[config.mk]
export PLATFORM = sky130hd
export DESIGN_NAME = wpoc_queue
export DESIGN_NICKNAME = d
export VERILOG_FILES = /design/src/rtl/wpoc_queue.sv
export VERILOG_INCLUDE_DIRS = /design/src /design/src/rtl
export SDC_FILE = /design/constraint.sdc
export NUM_CORES = 1
export LEC_CHECK = 0
export CAP_MARGIN = 20
export CORE_ASPECT_RATIO = 1.75
export CORE_MARGIN = 2
export CORE_UTILIZATION = 30
export CTS_CLUSTER_DIAMETER = 150
export DETAILED_ROUTE_END_ITERATION = 6
export DONT_BUFFER_PORTS = 1
export PLACE_DENSITY = 0.43
export SETUP_SLACK_MARGIN = 0.02
export SLEW_MARGIN = 0
export SYNTH_ARGS = -nofsm -noshare
export SYNTH_HDL_FRONTEND = slang
export SYNTH_SLANG_ARGS = --single-unit
[constraint.sdc]
create_clock -name clock -period 2.15 [get_ports clock]
set_input_delay 0.3225 -clock clock [delete_from_list [all_inputs] [get_ports clock]]
set_output_delay 0.3225 -clock clock [all_outputs]
set_load 0.03 [all_outputs]
[src/rtl/weighted_path_order_compare_defines.svh]
// assertion macros shared by the weighted path order compare rtl
// no dependencies; included by the modules that carry assertions
`ifndef WEIGHTED_PATH_ORDER_COMPARE_DEFINES_SVH
`define WEIGHTED_PATH_ORDER_COMPARE_DEFINES_SVH

// same-cycle implication, off during reset
`define WPOC_ASSERT_IMPLY(label, clk, rst, ante, cons) \
   label: assert property (@(posedge clk) disable iff (rst) (ante) |-> (cons)) \
      else $error("same-cycle check failed");

// next-cycle implication, off during reset
`define WPOC_ASSERT_NEXT(label, clk, rst, ante, cons) \
   label: assert property (@(posedge clk) disable iff (rst) (ante) |=> (cons)) \
      else $error("next-cycle check failed");

`endif

[src/rtl/wpoc_queue.sv]
// short word queue between front and back
// depends on the assertion macro header
`timescale 1ns / 1ps
`include "weighted_path_order_compare_defines.svh"

module wpoc_queue #(
   parameter int WIDTH = 8,
   parameter int DEPTH = 4,
   localparam int PW = (DEPTH > 1) ? $clog2(DEPTH) : 1,
   localparam int CW = $clog2(DEPTH + 1)
) (
   input  logic             clock,
   input  logic             reset,
   input  logic             push,
   input  logic [WIDTH-1:0] push_data,
   input  logic             pop,
   output logic [WIDTH-1:0] pop_data,
   output logic             not_empty,
   output logic [CW-1:0]    count
);

   logic [WIDTH-1:0] mem_ff [DEPTH];
   logic [PW-1:0]    wr_ptr_ff;
   logic [PW-1:0]    wr_ptr_in;
   logic [PW-1:0]    rd_ptr_ff;
   logic [PW-1:0]    rd_ptr_in;
   logic [CW-1:0]    count_ff;
   logic [CW-1:0]    count_in;

   always_comb begin
      wr_ptr_in = wr_ptr_ff;
      rd_ptr_in = rd_ptr_ff;
      count_in  = count_ff;
      if (push) begin
         wr_ptr_in = (wr_ptr_ff == PW'(DEPTH - 1)) ? '0 : wr_ptr_ff + 1'b1;
      end
      if (pop) begin
         rd_ptr_in = (rd_ptr_ff == PW'(DEPTH - 1)) ? '0 : rd_ptr_ff + 1'b1;
      end
      if (push && !pop) begin
         count_in = count_ff + 1'b1;
      end else if (pop && !push) begin
         count_in = count_ff - 1'b1;
      end
   end

   always_ff @(posedge clock) begin
      if (reset) begin
         wr_ptr_ff <= '0;
         rd_ptr_ff <= '0;
         count_ff  <= '0;
      end else begin
         wr_ptr_ff <= wr_ptr_in;
         rd_ptr_ff <= rd_ptr_in;
         count_ff  <= count_in;
      end
      if (push) begin
         mem_ff[wr_ptr_ff] <= push_data;
      end
   end

   assign pop_data  = mem_ff[rd_ptr_ff];
   assign not_empty = (count_ff != '0);
   assign count     = count_ff;

   // the front's credit check must keep the queue from overflowing
   `WPOC_ASSERT_IMPLY(a_push_room, clock, reset, push && !pop, count_ff < CW'(DEPTH))
   `WPOC_ASSERT_IMPLY(a_pop_data, clock, reset, pop, count_ff != '0)
   `WPOC_ASSERT_NEXT(a_count_track, clock, reset, push && !pop, count_ff != '0)

endmodule

-- Yosys cells after proc, flatten, opt, wreduce, memory -nomap -nowiden
Memory sizes are Yosys's and may differ from the RTL's. A register that Yosys moved wholly into a read port is not among the register bits.
Cells that the tools add are included.
- flip-flop bits (word level): 7
- RAM bits: 32
- output and inout port bits: 12
- memories: 1
- $add $sub $neg: 4
- equal/unequal tests: 2
- mux-type cells: 8
- reduce and logical (&&, ||, !) cells: 6
- memory list (memory ; depth ; bits a word ; read ports ; clocked after memory_dff ; write ports ; line ; source):
    mem_ff ; 4 ; 8 ; 1 ; 1 ; 1 ; wpoc_queue.sv:22 ; logic [WIDTH-1:0] mem_ff [DEPTH];
- operators by type and width (cell ; number):
    $mux W2 ; 4
    $mux W3 ; 2
    $add A2 B1 Y2 const B ; 2
    $eq A2 B2 Y1 const B ; 2
    $add A3 B1 Y3 const B ; 1
    $reduce_bool A3 Y1 ; 1
    $sub A3 B1 Y3 const B ; 1
    $logic_and A1 B1 Y1 ; 2
    $logic_not A1 Y1 ; 2
    $mux W1 ; 2
    $reduce_bool A2 Y1 ; 1

-- Longest topological paths before layout
- depth in word-level cells: 4
- depth in mapped cells: 7
- gate-level depth less buffers: 7

-- Least setup slack after synthesis
OpenSTA, ideal clock, no wires.
- kind: input -> register
- start point: in pop
- end point: reg count_ff[2], in the netlist count[2]
- setup time: 0.070 ns
- arrival: 1.514 ns
- required time: 2.080 ns
- slack: 0.566 ns
- stages: 7
- buffers on the path: 0
- path through: inv_1 ha_1 inv_1 fa_1 xor2_1 or3_1 a21oi_1
- word-level cells in the longest chain between the ends: 3
- elaborated cells on any way between the ends: 5
- RTL lines (what ; line ; source):
    start, declared ; wpoc_queue.sv:16 ; input logic pop,
    $logic_not A1 Y1 ; wpoc_queue.sv:40 ; if (push && !pop) begin
    $logic_and A1 B1 Y1 ; wpoc_queue.sv:40 ;
    $mux W3 / $reduce_bool A2 Y1 (equally long branches) ; -- ;
    end signal, assigned ; wpoc_queue.sv:55 ; count_ff <= count_in;
    end, declared ; wpoc_queue.sv:27 ; logic [CW-1:0] count_ff;
Several ways; a longest one is shown, not always the timed one.
A chain may end at the register's enable or synchronous reset.

==> flow_summary_export.csv <==
group,metric,value,unit
run_status,outcome,"finished clean",
cts,ctsResizeCount,0,
synthesis,ys_seq_area_share,71.70,%
synthesis,synth_fp_nets,104,
finish,syn_to_final_growth,11.01,%
cts,clock-sinks,41,
drt,route.vias.total,741,
cts,postCtsSetupRepairBufs,0,
cts,cts-root-buf,"clkbuf_8",
sta,worst_slew_pin_slew,0.4846,ns
setup_path,cp_slowest_cell,"mux4_2",
die,io_pins,24,
cts,h-tree-depth,2,
drt,wl,2660,um
synthesis,ys_ff_latch,41,
synthesis,yosysWarningCount,0,
place,place_congestion,0.6540,
place,post-place-ws,0.4424,ns
finish,drive_above_1_share,18.48,%
sta,slew_violations,0,
cts,clock_latency,0.29,ns
sta,finalWorstSetupSlack,0.3089,ns
sta,fin_skew,0.005292,ns
pwr,ir_drop,0.5540,mV
drt,via_per_inst,5.041,
place,io_buffers,0,
die,die_x,59.06,um
finish,num-fill-cells,487,
drt,drc,0,
pwr,p_sw_share,24.93,%
global_route,antenna_found_initial,0,
sta,setup_tns,0,ns
die,floorplan.initialDensity,30.54,%
synthesis,syn_area_per_cell,18.72,um2
die,die_y,100.4,um
cts,cts_buffer_depth,2,
pwr,comb_power_share,10.3,%
finish,seq_area,1141,um2
setup_path,crit_family,"multiplexers",
global_route,gr-usage-all-layers,10.12,%
pwr,pwr-share-seq,54.3,%
drt,detail-route-antenna-nets,0,
sta,rsz0062_at_grt,"no",
place,dpl.hpwl,1877,um
synthesis,ys_types,16,
cts,cts_tree,"yes",
drt,avgRoutedWirePerCell,18.10,um
global_route,grt_pass1_wl,4119,um
finish,multiInputGateArea,419.2,um2
cts,cts.reportedPaths.clkPinSlew,0.08,ns
sta,setup_viol,0,
min_path,hp-class,"primary input to flip-flop",
die,die_area,5927,um2
sta,min_period_over_period,85.63,%
sta,final-hold-violation-count,0,
pwr,p_sw,436.4,uW
sta,slew_headroom,67.70,%
setup_path,cp_num_buf_inv,1,
setup_path,worstPathMaxFanout,7,
die,fp-row-count,35,
pwr,clockPowerShare,35.4,%
finish,layout_commonest_cell,"edfxtp_1",
setup_path,cp.required,1.83,ns
drt,drtIter0Drc,16,
job,drv_cap,0,
synthesis,netlist_instances,85,
place,place_area,1652,um2
setup_path,cpPeakStageDelay,0.64,ns
cts,cts_hold_buf,0,
synthesis,syn_area,1592,um2
finish,final_nets,110,
global_route,grt_pass1_vias,828,
setup_path,crit_type,"flip-flop to output port",
cts,cts-buffers-inserted,5,
drt,dr.pass1.iters,3,
setup_path,worstPathCellList,"buf_4, mux4_2",
sta,fmax,543.2,MHz
finish,finalInstanceArea,1767,um2
finish,layout_common_cells,"edfxtp_1 (32), dfxtp_1 (9), mux4_2 (8)",
global_route,grt_overflow,0,
pwr,powerDensity,991.1,nW/um2
setup_path,critical_path_arrival,1.52,ns
setup_path,cp-start-kind,"flip-flop",
sta,period_needed,1.841,ns
global_route,grt_max_degree,15,
pwr,p_int,1.314,mW
die,core,5211,um2
pwr,p_leak,0.6098,nW
finish,diodes,0,
sta,holdWs,0.08834,ns
setup_path,worstSetupEndpointType,"output port",
==> stage by stage <==
| stage | util (%) | total power [mW] | instances |
|---|---|---|---|
| after CTS | 33.90 | 1.780 | 147 |
| after global routing | 33.90 | 1.822 | 147 |
| after global placement | 31.69 | 1.145 | 139 |
| after floorplan | - | 1.119 | 85 |
| after detailed placement | 31.69 | 1.154 | 139 |
| final | 33.90 | 1.751 | 147 |
==> routing by layer <==
metal	wire length (um)	vias to the layer above	part of all wire, %	track usage (%)
li1	-	332	-	-
met1	961	378	36	9.564
met2	1426	25	54	16.92
met3	192	6	7.2	4.897
met4	79	0	3.0	6.294
met5	0	-	0	0
==> flip-flops by register name (all words and copies together), names as in the netlist, named ones only <==
signal     count
count          3
mem_ff        32
rd_ptr_ff      2
wr_ptr_ff      2
==> final cells by class <==
| type | instances | area share, % |
|---|---|---|
| Clock buffer | 5 | 3.895 |
| Timing Repair Buffer | 1 | 0.4249 |
| Clock inverter | 3 | 2.620 |
| Inverter | 4 | 0.8499 |
| Tap cell | 55 | 3.895 |
| Multi-Input combinational cell | 38 | 23.73 |
| Sequential cell | 41 | 64.59 |
==> path summary, 6_finish.rpt <==
path	start	endpoint	slack, ns	depth (start not counted)
max	flip-flop	pop_data[7]	0.31	2
min	reset	count[2]	0.09	1
max reg2reg	count[0]	count[2]	0.53	4
min reg2reg	wr_ptr_ff[1]	wr_ptr_ff[1]	0.55	2
==> synth_stat cells <==
cell,n,share of area (%)
nor2_1,7,1.7
or3_1,2,0.79
inv_1,4,0.94
mux4_2,8,11
mux2i_1,4,2.5
edfxtp_1,32,60
dfxtp_1,9,11
nor3b_1,1,0.47
ha_1,6,4.7
and2_1,4,1.6
clkbuf_2,1,0.31
fa_1,1,1.3
a21oi_1,2,0.63
xor2_1,2,1.1
buf_6,1,0.71
o21ai_0,1,0.31
==> power groups by stage <==
stage          logic, mW  registers (mW)  clock network, mW
5_1_grt            0.195           0.957              0.670
2_1_floorplan      0.162           0.957                  0
6_report           0.181           0.951              0.619
3_5_place_dp       0.184           0.970                  0
4_1_cts            0.184           0.952              0.644
3_3_place_gp       0.177           0.967                  0
==> logic make-up (layout without fill, tap and decap cells) <==
group / after synthesis / count (layout) / synth area share (%)
multiplexers: 12 / 12 / 13.84
XOR/XNOR: 2 / 2 / 1.101
flip-flops: 41 / 41 / 71.70
AO/OA/AOI/OAI: 3 / 3 / 0.9431
adder cells (fa/ha/maj): 7 / 7 / 5.975
AND/OR/NAND/NOR: 14 / 14 / 4.481
buffers and inverters: 6 / 13 / 1.965
Note: power is estimated with default switching activity, not from simulation.
