[src/rtl/weighted_path_order_compare_defines.svh]
// assertion macros shared by the weighted path order compare rtl
// no dependencies; included by the modules that carry assertions
`ifndef WEIGHTED_PATH_ORDER_COMPARE_DEFINES_SVH
`define WEIGHTED_PATH_ORDER_COMPARE_DEFINES_SVH

// same-cycle implication, off during reset
`define WPOC_ASSERT_IMPLY(label, clk, rst, ante, cons) \
   label: assert property (@(posedge clk) disable iff (rst) (ante) |-> (cons)) \
      else $error("same-cycle check failed");

// next-cycle implication, off during reset
`define WPOC_ASSERT_NEXT(label, clk, rst, ante, cons) \
   label: assert property (@(posedge clk) disable iff (rst) (ante) |=> (cons)) \
      else $error("next-cycle check failed");

`endif

[src/rtl/wpoc_pkg.sv]
// shared types and constants of the weighted path order compare block
// no dependencies
`timescale 1ns / 1ps

package wpoc_pkg;

   localparam int EDGE_ID_WIDTH = 8;
   localparam int EDGE_IDS      = 256;
   localparam int COMP_WIDTH    = 2;
   localparam int WEIGHT_WIDTH  = 16;
   localparam int SUM_WIDTH     = 32;
   localparam int ORDER_WIDTH   = 2;

   localparam logic ACT_LOAD = 1'b0;
   localparam logic ACT_PATH = 1'b1;

   localparam logic [ORDER_WIDTH-1:0] ORD_LT = 2'd0;
   localparam logic [ORDER_WIDTH-1:0] ORD_EQ = 2'd1;
   localparam logic [ORDER_WIDTH-1:0] ORD_GT = 2'd2;

   // per-position control that travels from front to back
   typedef struct packed {
      logic                     last;
      logic                     a_present;
      logic                     b_present;
      logic                     a_weighed;
      logic                     b_weighed;
      logic [EDGE_ID_WIDTH-1:0] edge_a;
      logic [EDGE_ID_WIDTH-1:0] edge_b;
   } pos_ctrl_type;

endpackage

[src/rtl/wpoc_back.sv]
// back end: weight sums, length and edge verdicts, final order and output register
// depends on wpoc_pkg and the assertion macro header
`timescale 1ns / 1ps
`include "weighted_path_order_compare_defines.svh"

module wpoc_back #(
   parameter int WEIGHT_COUNT = 4
) (
   input  logic                                  clock,
   input  logic                                  reset,
   input  logic                                  use_weights,
   input  logic                                  q_valid,
   input  wpoc_pkg::pos_ctrl_type                q_ctrl,
   input  logic [WEIGHT_COUNT-1:0][wpoc_pkg::WEIGHT_WIDTH-1:0] q_wa,
   input  logic [WEIGHT_COUNT-1:0][wpoc_pkg::WEIGHT_WIDTH-1:0] q_wb,
   output logic                                  q_pop,
   output logic                                  rsp_valid,
   input  logic                                  rsp_stall,
   output logic [wpoc_pkg::ORDER_WIDTH-1:0]      rsp_order
);

   localparam int SW = wpoc_pkg::SUM_WIDTH;
   localparam int WW = wpoc_pkg::WEIGHT_WIDTH;
   localparam int OW = wpoc_pkg::ORDER_WIDTH;

   logic [WEIGHT_COUNT-1:0][SW-1:0] sum_a_ff, sum_a_in, sat_a;
   logic [WEIGHT_COUNT-1:0][SW-1:0] sum_b_ff, sum_b_in, sat_b;
   logic [WEIGHT_COUNT-1:0][SW-1:0] snap_a_ff, snap_a_in;
   logic [WEIGHT_COUNT-1:0][SW-1:0] snap_b_ff, snap_b_in;
   logic [OW-1:0] len_ff, len_in, len_next;
   logic [OW-1:0] edg_ff, edg_in, edg_next;
   logic [OW-1:0] snap_len_ff, snap_len_in;
   logic [OW-1:0] snap_edg_ff, snap_edg_in;
   logic          b_valid_ff, b_valid_in;
   logic          rsp_valid_ff, rsp_valid_in;
   logic [OW-1:0] rsp_order_ff, rsp_order_in;
   logic          b_move;
   logic          b_free;
   logic          pop;
   logic          finish;
   logic [OW-1:0] final_order;
   logic          wt_decided;
   logic [OW-1:0] wt_order;

   assign b_move = b_valid_ff && (!rsp_valid_ff || !rsp_stall);
   assign b_free = !b_valid_ff || b_move;
   // only a last word needs the result slot, others never wait
   assign pop    = q_valid && (!q_ctrl.last || b_free);
   assign finish = pop && q_ctrl.last;

   // saturating per-component sums
   for (genvar j = 0; j < WEIGHT_COUNT; j++) begin : g_lane
      logic [SW:0] wide_a;
      logic [SW:0] wide_b;
      assign wide_a = {1'b0, sum_a_ff[j]} +
                      {{(SW + 1 - WW){1'b0}}, (q_ctrl.a_weighed ? q_wa[j] : {WW{1'b0}})};
      assign wide_b = {1'b0, sum_b_ff[j]} +
                      {{(SW + 1 - WW){1'b0}}, (q_ctrl.b_weighed ? q_wb[j] : {WW{1'b0}})};
      assign sat_a[j] = wide_a[SW] ? {SW{1'b1}} : wide_a[SW-1:0];
      assign sat_b[j] = wide_b[SW] ? {SW{1'b1}} : wide_b[SW-1:0];
   end

   always_comb begin
      len_next = len_ff;
      edg_next = edg_ff;
      if (q_ctrl.a_present && !q_ctrl.b_present) begin
         len_next = wpoc_pkg::ORD_GT;
      end else if (q_ctrl.b_present && !q_ctrl.a_present) begin
         len_next = wpoc_pkg::ORD_LT;
      end else if (q_ctrl.a_present && q_ctrl.b_present &&
                   (edg_ff == wpoc_pkg::ORD_EQ) && (q_ctrl.edge_a != q_ctrl.edge_b)) begin
         edg_next = (q_ctrl.edge_a < q_ctrl.edge_b) ? wpoc_pkg::ORD_LT : wpoc_pkg::ORD_GT;
      end
   end

   always_comb begin
      sum_a_in    = sum_a_ff;
      sum_b_in    = sum_b_ff;
      len_in      = len_ff;
      edg_in      = edg_ff;
      snap_a_in   = snap_a_ff;
      snap_b_in   = snap_b_ff;
      snap_len_in = snap_len_ff;
      snap_edg_in = snap_edg_ff;
      if (finish) begin
         // hand the run to the result stage and start afresh
         snap_a_in   = sat_a;
         snap_b_in   = sat_b;
         snap_len_in = len_next;
         snap_edg_in = edg_next;
         sum_a_in    = '0;
         sum_b_in    = '0;
         len_in      = wpoc_pkg::ORD_EQ;
         edg_in      = wpoc_pkg::ORD_EQ;
      end else if (pop) begin
         sum_a_in = sat_a;
         sum_b_in = sat_b;
         len_in   = len_next;
         edg_in   = edg_next;
      end
   end

   // first differing component decides, lowest index first
   always_comb begin
      wt_decided = 1'b0;
      wt_order   = wpoc_pkg::ORD_EQ;
      for (int j = WEIGHT_COUNT - 1; j >= 0; j--) begin
         if (snap_a_ff[j] != snap_b_ff[j]) begin
            wt_decided = 1'b1;
            wt_order   = (snap_a_ff[j] > snap_b_ff[j]) ? wpoc_pkg::ORD_GT : wpoc_pkg::ORD_LT;
         end
      end
   end

   always_comb begin
      if (use_weights && wt_decided) begin
         final_order = wt_order;
      end else if (snap_len_ff != wpoc_pkg::ORD_EQ) begin
         final_order = snap_len_ff;
      end else begin
         final_order = snap_edg_ff;
      end
   end

   always_comb begin
      b_valid_in   = finish || (b_valid_ff && !b_move);
      rsp_valid_in = b_move || (rsp_valid_ff && rsp_stall);
      rsp_order_in = b_move ? final_order : rsp_order_ff;
   end

   always_ff @(posedge clock) begin
      if (reset) begin
         sum_a_ff     <= '0;
         sum_b_ff     <= '0;
         len_ff       <= wpoc_pkg::ORD_EQ;
         edg_ff       <= wpoc_pkg::ORD_EQ;
         b_valid_ff   <= 1'b0;
         rsp_valid_ff <= 1'b0;
      end else begin
         sum_a_ff     <= sum_a_in;
         sum_b_ff     <= sum_b_in;
         len_ff       <= len_in;
         edg_ff       <= edg_in;
         b_valid_ff   <= b_valid_in;
         rsp_valid_ff <= rsp_valid_in;
      end
      snap_a_ff    <= snap_a_in;
      snap_b_ff    <= snap_b_in;
      snap_len_ff  <= snap_len_in;
      snap_edg_ff  <= snap_edg_in;
      rsp_order_ff <= rsp_order_in;
   end

   assign q_pop     = pop;
   assign rsp_valid = rsp_valid_ff;
   assign rsp_order = rsp_order_ff;

   `WPOC_ASSERT_NEXT(a_run_cleared, clock, reset, finish, (sum_a_ff == '0) && (sum_b_ff == '0) && (len_ff == wpoc_pkg::ORD_EQ) && (edg_ff == wpoc_pkg::ORD_EQ))
   `WPOC_ASSERT_NEXT(a_result_staged, clock, reset, finish, b_valid_ff)

endmodule

[config.mk]
export PLATFORM = sky130hd
export DESIGN_NAME = wpoc_back
export DESIGN_NICKNAME = d
export VERILOG_FILES = /design/src/rtl/wpoc_pkg.sv /design/src/rtl/wpoc_back.sv
export VERILOG_INCLUDE_DIRS = /design/src /design/src/rtl
export SDC_FILE = /design/constraint.sdc
export NUM_CORES = 1
export LEC_CHECK = 0
export ABC_AREA = 1
export BUFFER_PORTS_ARGS = -buffer_cell sky130_fd_sc_hd__buf_2
export CORE_UTILIZATION = 45
export DETAILED_ROUTE_END_ITERATION = 6
export SLEW_MARGIN = 15
export SYNTH_ARGS = -nofsm -noshare
export SYNTH_HDL_FRONTEND = slang
export SYNTH_SLANG_ARGS = --single-unit
[constraint.sdc]
create_clock -name clock -period 16.25 [get_ports clock]
set_input_delay 2.4375 -clock clock [delete_from_list [all_inputs] [get_ports clock]]
set_output_delay 2.4375 -clock clock [all_outputs]
set_load 0.05 [all_outputs]
## After elaboration in Yosys (flattened, before gate mapping)

Index checks and enable logic that the tools add are counted.

- Register bits after elaboration: 524
- Output and inout port bits: 4
- Logic and storage cells: 103

- $add $sub $neg: 8
- $lt $le $gt $ge: 5
- Equal/unequal tests: 7
- Muxes and demuxes: 36
- Reduce and logical (&&, ||, !) cells: 24

Operator list:

| cell | number |
|---|---|
| adder 32 x 16 -> 33 bit | 8 |
| 2-to-1 mux 32 bit | 8 |
| > comparator 32 bit | 4 |
| 2-to-1 mux 16 bit | 8 |
| != test 32 bit | 4 |
| 2-to-1 mux 2 bit | 16 |
| logical AND 1 bit | 11 |
| < comparator 8 bit | 1 |
| != test 8 bit | 1 |
| zero test 1 bit | 7 |
| logical OR 1 bit | 5 |
| 2-to-1 mux 1 bit | 4 |
| == test 2 x 1 -> 1 bit, second input constant | 1 |
| != test 2 x 1 -> 1 bit, second input constant | 1 |
| OR reduction 2 bit | 1 |

## Longest topological paths before layout

Gate-level depths: netlist of run 1.

- Depth in word-level cells: 8
- Gate-level depth with buffers: 19
- Gate-level depth less buffers: 19

## Worst setup path after synthesis of run 1

OpenSTA, ideal clock, no wires.

- Path type: input to register
- From: input port rsp_stall
- To: register snap_a_ff[0] (netlist bit) (enable)
- Arrival time: 7.935 ns
- Setup slack: 7.703 ns
- Stages: 7
- Buffers on the path: 0
- Path through: nand2_1 nor2_1 nand2_1 nand2_2 inv_2 nand2_1 inv_1

- Cells in the longest elaborated chain, start to end: 7

Ends and longest elaborated chain:

| what | line | text |
|---|---|---|
| start: declaration | wpoc_back.sv:18 | `input logic rsp_stall,` |
| zero test 1 bit | wpoc_back.sv:45 | `assign b_move = b_valid_ff && (!rsp_valid_ff \|\| !rsp_stall);` |
| logical OR 1 bit | wpoc_back.sv:45 |  |
| logical AND 1 bit | wpoc_back.sv:45 |  |
| logical OR 1 bit | wpoc_back.sv:46 | `assign b_free = !b_valid_ff \|\| b_move;` |
| logical OR 1 bit | wpoc_back.sv:48 | `assign pop = q_valid && (!q_ctrl.last \|\| b_free);` |
| logical AND 1 bit | wpoc_back.sv:48 |  |
| logical AND 1 bit | wpoc_back.sv:49 | `assign finish = pop && q_ctrl.last;` |
| named net finish | wpoc_back.sv:40 | `logic finish;` |
| end signal: assignment | wpoc_back.sv:147 | `snap_a_ff <= snap_a_in;` |
| end: declaration | wpoc_back.sv:28 | `logic [WEIGHT_COUNT-1:0][SW-1:0] snap_a_ff, snap_a_in;` |

The timed path passes the listed nets, and every way through them passes these cells.
A chain may end at the register's enable or synchronous reset.

## Worst setup path in the final report of run 1

- From: input port rsp_stall
- To: output port q_pop

- Cells in the longest elaborated chain, start to end: 6

Ends and longest elaborated chain:

| what | line | text |
|---|---|---|
| zero test 1 bit | wpoc_back.sv:45 |  |
| logical OR 1 bit | wpoc_back.sv:45 |  |
| logical AND 1 bit | wpoc_back.sv:45 |  |
| logical OR 1 bit | wpoc_back.sv:46 |  |
| logical OR 1 bit | wpoc_back.sv:48 |  |
| logical AND 1 bit | wpoc_back.sv:48 |  |
| end: declaration | wpoc_back.sv:16 | `output logic q_pop,` |

Every way passes these cells.

==> parameters.txt, run 1 <==
Parameter                              Value

Outcome
  Outcome    finished with violations
  Failing checks    DRC

Synth
  Mapped Avg Cell Area    7.14 µm²
  Post-synthesis instance area    35100 µm²
  Syn Nets    5346
  Count of cell types in the netlist    50
  Sequential share of the synthesized area    37.3%
  Top_reg_cell synth    sky130_fd_sc_hd__edfxtp_1
  Fraction of synthesis flops using an asynchronous set or reset pin    0%
  Fraction of post-synthesis cell area in the top cell type by area    22.4%
  Number of warnings reported in the yosys synthesis log    0
  Number of enable-type register cells in the synthesized netlist    262
  FF+latch count, synth    524
  Synthesized netlist cell count    4920
  Synth area leader    sky130_fd_sc_hd__edfxtp_1
  Cell types occupying the most area after synthesis    sky130_fd_sc_hd__edfxtp_1, sky130_fd_sc_hd__dfxtp_1, sky130_fd_sc_hd__nand2_1

Power
  Combinational group share of total power    14.9%
  Internal cell power    2.50 mW
  Sequential cell fraction of total power    43.8%
  Ratio of total power to cell area    90.0 nW/µm²
  Leakage    19.8 nW
  Worst-case vdd ir drop    0.0902 mV
  Switching power    0.995 mW
  Clock share of power    41.3%
  Net Sw Frac    28.4%

Clock network
  Quantity of gates resized following cts    0
  Setup bufs post-CTS    0
  Post-CTS Hold Buffers    0
  CTS buffer count    60
  Clock slew at reported path FFs    0.06 ns
  CTS tree    done
  Sink count of the clock tree    524
  H-tree lvl count    2
  Root Buffer    sky130_fd_sc_hd__clkbuf_16
  Number of buffers on the longest clock path    3
  Clock latency reported for the late side of the worst-skew pair    0.63 ns

Floorplan
  Std-Cell Rows    102
  Io pins    158
  Starting utilization of the core area    45.4%
  Height of the die    281 µm
  Total Die Area    79200 µm²
  Placeable core region    77300 µm²
  Die span in x    281 µm

Timing
  Clock period minus worst slack    6.99 ns
  Setup repair after global routing missed its margin    false
  Max Clock Skew    0.0218 ns
  Worst Max-Slew Pin Slew    1.07 ns
  Setup Total Neg Slack    0 ns
  Timing-limited maximum frequency    0.143 GHz
  Number of failing hold endpoints at the final stage    0
  Max-slew violation total from the final report    0
  Setup violators final    0
  Headroom to the max-slew limit    28.5%
  Fraction of the cycle the final worst path needs    43.0%

Placed design
  Count of buffers from port buffering    157
  Weighted congestion reported at the end of routability-driven placement    0.889
  Final HPWL DP    65100 µm
  Placed Area    36800 µm²

Job
  Number of max-cap violations    0

Drt
  Number of detailed-route iterations in the first pass    7
  Average vias per placed instance    5.03
  Vias post-DR    30800
  Remaining routing DRC violations    1
  Detailed Route Iter0 Violations    2121
  Final routed wirelength across all metal layers    90700 µm
  Routed wirelength normalized by instance count    14.8 µm
  Number of routed nets with antenna violations    0

GRT
  GRT Residual Overflow    0
  Maximum number of pins on one net before global-route repair    163
  Antenna violations before repair    0
  Vias in the first global route    28700
  Overall global routing resource usage    22.9%
  First-pass GRT wire length    146000 µm

Setup path
  Worst reg2reg endpoint    sum_b_ff[91]
  Data arrival time of the critical path    4.55 ns
  Sum of buffers and inverters on the critical path    3
  Critical path class    in -> out
  R2R setup slack    11.29 ns
  Type of element launching the critical path    input port
  CP cell instances    buf_2, nand2_1, nor2_1, nand2_1, nand2_8, inv_8, buf_2
  Top Family by Delay on Critical Path    simple AND/OR/NAND/NOR gates
  Largest fanout on the critical path    106
  Endpoint class of the critical path    output pin
  Reg-to-reg critical path startpoint    rsp_valid
  Critical Path Max Stage Delay    0.56 ns
  Crit path max-delay cell type    sky130_fd_sc_hd__nand2_8
  R2r worst-path depth    12
  Critical path required time    13.81 ns

Final layout
  Final nets    5456
  Most used cells in the layout excluding fill and tap cells    sky130_fd_sc_hd__nand2_1, sky130_fd_sc_hd__inv_1, sky130_fd_sc_hd__nor2_1
  Total of fill cells in the finished design    7816
  Diodes inserted    0
  Share of layout cells above drive strength 1    8.62%
  Area delta synth->final    10.6%
  Most frequent standard cell in the layout excluding fill and tap cells    sky130_fd_sc_hd__nand2_1
  Final std cell area, no fill    38900 µm²

Min path
  Tightest Hold Check Type    reg -> reg
  Worst-case hold path end point    len_ff[1]
  Hold_sp    len_ff[1]
  Number of cells traversed by the worst hold path    2
-- area by class of cell --
type                            count  area (µm²)  area share, %
Clock inverter                     43         489           1.26
Clock buffer                       69        1600           4.11
Sequential cell                   524       13100           33.7
Tap cell                         1040        1300           3.35
Inverter                          888        3350           8.62
Multi-Input combinational cell   3389       18100           46.7
Timing Repair Buffer              167         873           2.25
-- sequential cells by signal, indices dropped and copies added, names as in the netlist --
signal and cells:
snap_b_ff 128, rsp_order 2, sum_a_ff 128, snap_a_ff 128
snap_len_ff 2, b_valid_ff 1, len_ff 2, rsp_valid 1
edg_ff 2, snap_edg_ff 2, sum_b_ff 128
-- tightest hold or removal path, cell delays in order, from the launching register on --
cell and delay (ns):
sky130_fd_sc_hd__dfxtp_1 0.31, sky130_fd_sc_hd__nand2_1 0.06, sky130_fd_sc_hd__a21oi_1 0.06
-- Yosys cell counts, types with 5 or more instances --
cell type                  instances
sky130_fd_sc_hd__or2_2            41
sky130_fd_sc_hd__a31oi_1           9
sky130_fd_sc_hd__nand3_1         311
sky130_fd_sc_hd__a21o_1           24
sky130_fd_sc_hd__ha_1            264
sky130_fd_sc_hd__dfxtp_1         262
sky130_fd_sc_hd__xor2_1           49
sky130_fd_sc_hd__nor2_1          737
sky130_fd_sc_hd__a21oi_1         243
sky130_fd_sc_hd__nand2_1         974
sky130_fd_sc_hd__nand2_2          19
sky130_fd_sc_hd__nor3_1           59
sky130_fd_sc_hd__xnor2_1          20
sky130_fd_sc_hd__clkbuf_1         67
sky130_fd_sc_hd__fa_1              8
sky130_fd_sc_hd__or2_1             5
sky130_fd_sc_hd__inv_2             5
sky130_fd_sc_hd__o21a_1            6
sky130_fd_sc_hd__o21ai_0         354
sky130_fd_sc_hd__nor4_1           18
sky130_fd_sc_hd__nand3b_1         14
sky130_fd_sc_hd__buf_6            13
sky130_fd_sc_hd__buf_2            24
sky130_fd_sc_hd__buf_1            11
sky130_fd_sc_hd__o21bai_1         20
sky130_fd_sc_hd__edfxtp_1        262
sky130_fd_sc_hd__nand3_2          72
sky130_fd_sc_hd__inv_1           883
sky130_fd_sc_hd__o21ai_1          24
sky130_fd_sc_hd__nand4_1          77
-- cells by family after synthesis --
| group | Yosys count | share of synthesized area, % |
|---|---|---|
| adders and majority gates | 272 | 9.85 |
| xor gates and xnor gates | 69 | 1.72 |
| DFF | 524 | 37.3 |
| buffers and inverters | 1007 | 11.2 |
| and+or+nand+nor | 2353 | 29.5 |
| AOI/OAI and AO/OA | 695 | 10.4 |
-- through the flow --
| stage | setup WS (ns) | util (%) | hold slack, ns | cells | total power, mW |
|---|---|---|---|---|---|
| after CTS | 9.30 | 50.3 | 0.473 | 6120 | 3.53 |
| after global routing | 9.14 | 50.3 | 0.493 | 6120 | 3.67 |
| after detailed placement | 9.06 | 47.6 | 0.456 | 6008 | 2.08 |
| after global placement | 9.12 | 47.6 | 0.448 | 6008 | 2.07 |
| after floorplan | 7.70 | - | 0.437 | 4920 | 1.93 |
| final | 9.26 | 50.3 | 0.472 | 6120 | 3.50 |
-- metal layers --
layer,vias to the layer above,global-route usage [%],wire [µm]
met1,14000,32.1,44800
met5,-,0,0
met3,103,2.57,3580
met4,0,5.50,1810
met2,555,37.5,40600
li1,16100,-,-
-- how the worst max path moves through the flow --
stage	startpoint	to	slack, ns	cells after the start
6_report	rsp_stall	q_pop	9.26	7
5_1_grt	rsp_stall	q_pop	9.14	7
4_1_cts	rsp_stall	q_pop	9.30	7
3_5_place_dp	rsp_stall	snap_a_ff[1]	9.06	10
3_3_place_gp	rsp_stall	snap_b_ff[2]	9.12	10
2_1_floorplan	rsp_stall	snap_a_ff[0]	7.70	7
-- power groups by stage --
stage	combinational, mW	clock (mW)	sequential (mW)
floorplan	0.378	0	1.55
global placement	0.514	0	1.56
detailed placement	0.519	0	1.56
CTS	0.524	1.48	1.53
global route	0.602	1.53	1.54
finish	0.522	1.45	1.53
Power figures use the tool's default switching activity.
==> inputs of run 2 (changes only) <==
--- a/config.mk
+++ b/config.mk
@@ -6,7 +6,7 @@
 export SDC_FILE = /design/constraint.sdc
 export NUM_CORES = 1
 export LEC_CHECK = 0
-export ABC_AREA = 1
+export ABC_AREA = 0
 export BUFFER_PORTS_ARGS = -buffer_cell sky130_fd_sc_hd__buf_2
 export CORE_UTILIZATION = 45
 export DETAILED_ROUTE_END_ITERATION = 6
==> constraint.sdc (replaced) <==
create_clock -name clock -period 6.5 [get_ports clock]
set_input_delay 0.975 -clock clock [delete_from_list [all_inputs] [get_ports clock]]
set_output_delay 0.975 -clock clock [all_outputs]
set_load 0.05 [all_outputs]
==> parameters.txt, run 2 <==
Parameter                              Value

GRT
  Antenna violations before repair    4
  GRT Residual Overflow    0
  Maximum number of pins on one net before global-route repair    188
  Overall global routing resource usage    21.3%
  Vias in the first global route    24100
  First-pass GRT wire length    123000 µm

Setup path
  Crit path max-delay cell type    sky130_fd_sc_hd__or4_1
  Worst reg2reg endpoint    rsp_order[1]
  Endpoint class of the critical path    flip-flop
  Data arrival time of the critical path    4.76 ns
  Critical path required time    6.87 ns
  Critical Path Start    q_ctrl[17]
  Most used cell along the critical path    sky130_fd_sc_hd__buf_4
  R2R setup slack    2.79 ns
  Largest fanout on the critical path    34
  CP cell instances    buf_2, buf_4, and2_1, ha_1, fa_1, a211oi_1, nor2_1, o311ai_1, and3b_1, or4_1, buf_4, nand2_1, mux2_1
  Reg-to-reg critical path startpoint    snap_a_ff[63]
  R2r worst-path depth    9
  Critical Path Max Stage Delay    0.47 ns
  Critical path class    in -> reg
  Type of element launching the critical path    input port
  Critical path destination    snap_a_ff[87]

Final layout
  Area delta synth->final    11.2%
  Most used cells in the layout excluding fill and tap cells    sky130_fd_sc_hd__nand2_1, sky130_fd_sc_hd__ha_1, sky130_fd_sc_hd__dfxtp_1, sky130_fd_sc_hd__edfxtp_1, sky130_fd_sc_hd__nor2_1
  Final nets    3974
  Most frequent standard cell in the layout excluding fill and tap cells    sky130_fd_sc_hd__nand2_1
  Share of layout cells above drive strength 1    8.80%
  Non-filler instance count after layout    4535

Job
  Number of max-cap violations    0

Synth
  FF+latch count, synth    524
  Number of enable-type register cells in the synthesized netlist    262
  Synthesized netlist cell count    3467
  Syn Nets    3893
  Count leader, synth    sky130_fd_sc_hd__nand2_1
  Post-synthesis instance area    31500 µm²
  Synth area leader    sky130_fd_sc_hd__edfxtp_1
  Top_reg_cell synth    sky130_fd_sc_hd__edfxtp_1
  Count of cell types in the netlist    85
  Fraction of synthesis flops using an asynchronous set or reset pin    0%
  Mapped Avg Cell Area    9.09 µm²
  Cell types occupying the most area after synthesis    sky130_fd_sc_hd__edfxtp_1, sky130_fd_sc_hd__dfxtp_1, sky130_fd_sc_hd__ha_1
  Fraction of post-synthesis cell area in the top cell type by area    25.0%
  Sequential share of the synthesized area    41.6%
  Commonest cells post-synth    sky130_fd_sc_hd__nand2_1, sky130_fd_sc_hd__ha_1, sky130_fd_sc_hd__dfxtp_1, sky130_fd_sc_hd__edfxtp_1, sky130_fd_sc_hd__nor2_1
  Number of warnings reported in the yosys synthesis log    0

Drt
  Number of detailed-route iterations in the first pass    5
  Vias post-DR    25300
  Final routed wirelength across all metal layers    75500 µm
  Remaining routing DRC violations    0
  Number of routed nets with antenna violations    0
  Routed wirelength normalized by instance count    16.7 µm
  Average vias per placed instance    5.57
  Detailed Route Iter0 Violations    1623

Clock network
  Number of buffers on the longest clock path    3
  Setup bufs post-CTS    0
  Post-CTS Hold Buffers    0
  Quantity of gates resized following cts    0
  H-tree lvl count    2
  Clock latency reported for the late side of the worst-skew pair    0.62 ns
  Sink count of the clock tree    524
  CTS tree    done
  Root Buffer    sky130_fd_sc_hd__clkbuf_16
  CTS buffer count    61
  Clock slew at reported path FFs    0.06 ns

Floorplan
  Placeable core region    68900 µm²
  Total Die Area    71100 µm²
  Starting utilization of the core area    45.7%
  Die span in x    267 µm
  Height of the die    267 µm
  Io pins    158
  Std-Cell Rows    96

Timing
  Max Clock Skew    0.0133 ns
  Setup violators final    0
  Fraction of the cycle the final worst path needs    67.6%
  Number of failing hold endpoints at the final stage    0
  Max-slew violation total from the final report    0
  Timing-limited maximum frequency    0.227 GHz
  Worst Max-Slew Pin Slew    1.03 ns
  Setup repair after global routing missed its margin    false
  Clock period minus worst slack    4.40 ns
  Headroom to the max-slew limit    31.5%
  Setup Total Neg Slack    0 ns

Min path
  Hold_sp    len_ff[1]
  Number of cells traversed by the worst hold path    2
  Tightest Hold Check Type    reg -> reg

Power
  Leakage    15.0 nW
  Ratio of total power to cell area    232 nW/µm²
  Worst-case vdd ir drop    0.231 mV

Placed design
  Count of buffers from port buffering    157
  Weighted congestion reported at the end of routability-driven placement    0.864
  Final HPWL DP    52800 µm
  Instance count after placement with tap cells included    4416

Outcome
  Outcome    finished clean
## run 2: changes by cell type after synthesis, moves of 79 or more
cell                      change
sky130_fd_sc_hd__o21ai_0    -169
sky130_fd_sc_hd__nand3_1    -218
sky130_fd_sc_hd__a31oi_1     +88
sky130_fd_sc_hd__xnor2_1     +79
sky130_fd_sc_hd__inv_1      -709
sky130_fd_sc_hd__nor2_1     -488
sky130_fd_sc_hd__nand2_1    -620
sky130_fd_sc_hd__and2_1     +164
## run 2: worst min path at each step
stage              endpoint  slack (ns)
4_1_cts           edg_ff[1]        0.46
5_1_grt        sum_b_ff[70]        0.48
3_3_place_gp      len_ff[0]        0.44
2_1_floorplan     len_ff[0]        0.43
6_report          len_ff[1]        0.46
3_5_place_dp      edg_ff[1]        0.45
## run 2: critical path: cells and delay by family
family                     cells  cell delay (ns)
AOI/OAI and AO/OA              2             0.58
adders and majority gates      2             0.65
buffers and inverters          3             1.04
muxes                          1             0.29
and+or+nand+nor                5             1.19
## run 2: layer usage
metal	share of wire, %	vias to the layer above	GRT usage [%]
li1	-	12800	-
met1	48	11900	29.1
met2	46	441	35.0
met3	4.1	98	2.86
met4	2.2	0	5.79
met5	0	-	0
## run 2: where the power goes
group	switching, mW	total, mW	internal [mW]
Sequential	0.0684	3.72	3.65
Combinational	0.637	1.04	0.407
Clock	1.38	3.36	1.98
Total	2.09	8.12	6.04
## run 2: stage by stage
stage	power (mW)	hold WS [ns]	utilization, %	setup WS [ns]	cell area (µm²)
2_1_floorplan	4.53	0.425	-	0.954	31500
3_3_place_gp	4.82	0.442	48.0	1.52	33100
3_5_place_dp	4.83	0.454	48.0	1.44	33100
4_1_cts	8.24	0.463	50.8	2.10	35100
5_1_grt	8.50	0.479	50.8	1.81	35100
6_report	8.12	0.460	50.9	2.10	35100
## run 2: cell families after synthesis
kind of cell             count (synthesis)  share of synthesized area (%)
AND/OR/NAND/NOR                       1220                           19.1
AO/OA/AOI/OAI                          900                           18.2
flip-flops                             524                           41.6
buffers and inverters                  342                           4.13
adder cells (fa/ha/maj)                273                           11.0
XOR/XNOR                               170                           4.72
multiplexers                            38                           1.28
## run 2: cell type report
type / instances / area, µm²
sequential: 524 / 13100
fill: 6614 / 33900
clock buffer: 89 / 1710
clock inverter: 27 / 243
timing repair buffer: 185 / 1010
antenna: 3 / 7.51
inverter: 175 / 664
multi-input combinational: 2601 / 17200
tap: 931 / 1160
==> inputs of run 3 (changes only) <==
==> constraint.sdc (replaced) <==
create_clock -name clock -period 4.4 [get_ports clock]
set_input_delay 0.66 -clock clock [delete_from_list [all_inputs] [get_ports clock]]
set_output_delay 0.66 -clock clock [all_outputs]
set_load 0.05 [all_outputs]
==> parameters.txt, run 3 (same netlist as run 2, synthesis figures left out) <==
Parameter                              Value

Final layout
  Area delta synth->final    12.1%
  Final nets    3992
  Most used cells in the layout excluding fill and tap cells    sky130_fd_sc_hd__nand2_1, sky130_fd_sc_hd__ha_1, sky130_fd_sc_hd__dfxtp_1, sky130_fd_sc_hd__edfxtp_1, sky130_fd_sc_hd__nor2_1
  Total of fill cells in the finished design    6587
  Share of layout cells above drive strength 1    9.35%
  Post-layout utilization of the core    51.3%
  Most frequent standard cell in the layout excluding fill and tap cells    sky130_fd_sc_hd__nand2_1

Floorplan
  Die span in x    267 µm
  Placeable core region    68900 µm²
  Std-Cell Rows    96
  Total Die Area    71100 µm²
  Starting utilization of the core area    45.7%
  Height of the die    267 µm
  Io pins    158

Drt
  Number of detailed-route iterations in the first pass    7
  Number of routed nets with antenna violations    0
  Routed wirelength normalized by instance count    16.5 µm
  Final routed wirelength across all metal layers    74800 µm
  Detailed Route Iter0 Violations    1565
  Average vias per placed instance    5.55
  Remaining routing DRC violations    0
  Vias post-DR    25300

Outcome
  Outcome    finished clean

GRT
  Overall global routing resource usage    20.9%
  Vias in the first global route    23500
  Antenna violations before repair    5
  First-pass GRT wire length    121000 µm
  GRT Residual Overflow    0
  Maximum number of pins on one net before global-route repair    131

Setup path
  Data arrival time of the critical path    4.01 ns
  Most used cell along the critical path    sky130_fd_sc_hd__nand4_1
  R2R setup slack    0.82 ns
  Critical path required time    4.83 ns
  Sum of buffers and inverters on the critical path    1
  Critical path class    reg -> reg
  Type of element launching the critical path    flip-flop
  Endpoint class of the critical path    flip-flop
  Largest fanout on the critical path    3
  Crit path max-delay cell type    sky130_fd_sc_hd__nor4_1
  Top Family by Delay on Critical Path    simple AND/OR/NAND/NOR gates
  Critical Path Max Stage Delay    0.56 ns
  CP cell instances    inv_1, ha_1, nand4_1, nor4_1, nand3_1, nor2_1, nand4_1, o21ai_1, mux2_2, a21oi_1

Timing
  Timing-limited maximum frequency    0.279 GHz
  Max-slew violation total from the final report    0
  Setup violators final    0
  Setup repair after global routing missed its margin    false
  Number of failing hold endpoints at the final stage    0
  Headroom to the max-slew limit    39.1%
  Fraction of the cycle the final worst path needs    81.4%
  Worst Max-Slew Pin Slew    0.906 ns
  Max Clock Skew    0.0337 ns
  Setup Total Neg Slack    0 ns
  Clock period minus worst slack    3.58 ns
  Tightest hold margin    0.312 ns

Clock network
  Sink count of the clock tree    524
  Post-CTS Hold Buffers    0
  Quantity of gates resized following cts    0
  CTS buffer count    58
  Number of buffers on the longest clock path    3
  Root Buffer    sky130_fd_sc_hd__clkbuf_16
  CTS tree    done
  Clock slew at reported path FFs    0.06 ns
  Clock latency reported for the late side of the worst-skew pair    0.64 ns
  H-tree lvl count    2
  Setup bufs post-CTS    0

Job
  Number of max-cap violations    0

Power
  Ratio of total power to cell area    343 nW/µm²
  Leakage    15.1 nW
  Worst-case vdd ir drop    0.330 mV

Placed design
  Weighted congestion reported at the end of routability-driven placement    0.856
  Final HPWL DP    52900 µm
  Count of buffers from port buffering    157

Min path
  Tightest Hold Check Type    in -> reg
==> run 3: cell types whose count changed in the layout (fill, tap and decap cells not counted), moves of 4 or more <==
cell	previous run	this run
sky130_fd_sc_hd__buf_12	1	8
sky130_fd_sc_hd__bufinv_16	4	8
sky130_fd_sc_hd__clkbuf_1	22	14
sky130_fd_sc_hd__clkbuf_16	63	59
sky130_fd_sc_hd__clkinv_2	15	10
sky130_fd_sc_hd__buf_4	27	41
==> run 3: stage by stage <==
step / total power, mW / area, µm² / setup slack (ns) / cells
after floorplan: 6.69 / 31500 / 0.508 / 3467
after global routing: 12.7 / 35300 / 0.465 / 4547
after global placement: 7.14 / 33300 / 0.276 / 4437
after detailed placement: 7.15 / 33300 / 0.238 / 4437
final: 12.1 / 35300 / 0.819 / 4548
after CTS: 12.3 / 35300 / 0.653 / 4547
==> run 3: worst paths after layout <==
check / to / depth (start not counted) / start
max: rsp_order[1] / 10 / snap_b_ff[95]
min: rsp_valid / 3 / rsp_stall
max reg2reg: rsp_order[1] / 10 / snap_b_ff[95]
min reg2reg: len_ff[0] / 2 / len_ff[0]
==> run 3: power breakdown <==
part	leakage, nW	switching [mW]	internal, mW
Clock	0.973	2.04	3.03
Combinational	9.62	0.943	0.612
Sequential	4.52	0.0988	5.39
==> run 3: layer usage <==
layer / vias to the layer above / track usage (%) / routed length [µm]
met2: 452 / 34.1 / 34200
met3: 100 / 2.39 / 2930
met4: 2 / 5.75 / 1640
li1: 12900 / - / -
met1: 11800 / 29.2 / 36100
met5: - / 0 / 9
==> run 3: layout make-up <==
class	count	area, µm²	share of cell area, %
Inverter	175	664	1.88
Sequential cell	524	13100	37.1
Clock inverter	31	379	1.07
Clock buffer	79	1610	4.56
Timing Repair Buffer	206	1250	3.55
Antenna cell	1	2.50	0.00708
Tap cell	931	1160	3.30
Multi-Input combinational cell	2601	17200	48.5
==> run 3: worst min-delay path, stage by stage <==
cell                      delay, ns
sky130_fd_sc_hd__buf_2         0.12
sky130_fd_sc_hd__a21oi_1       0.07
sky130_fd_sc_hd__nor2_1        0.07
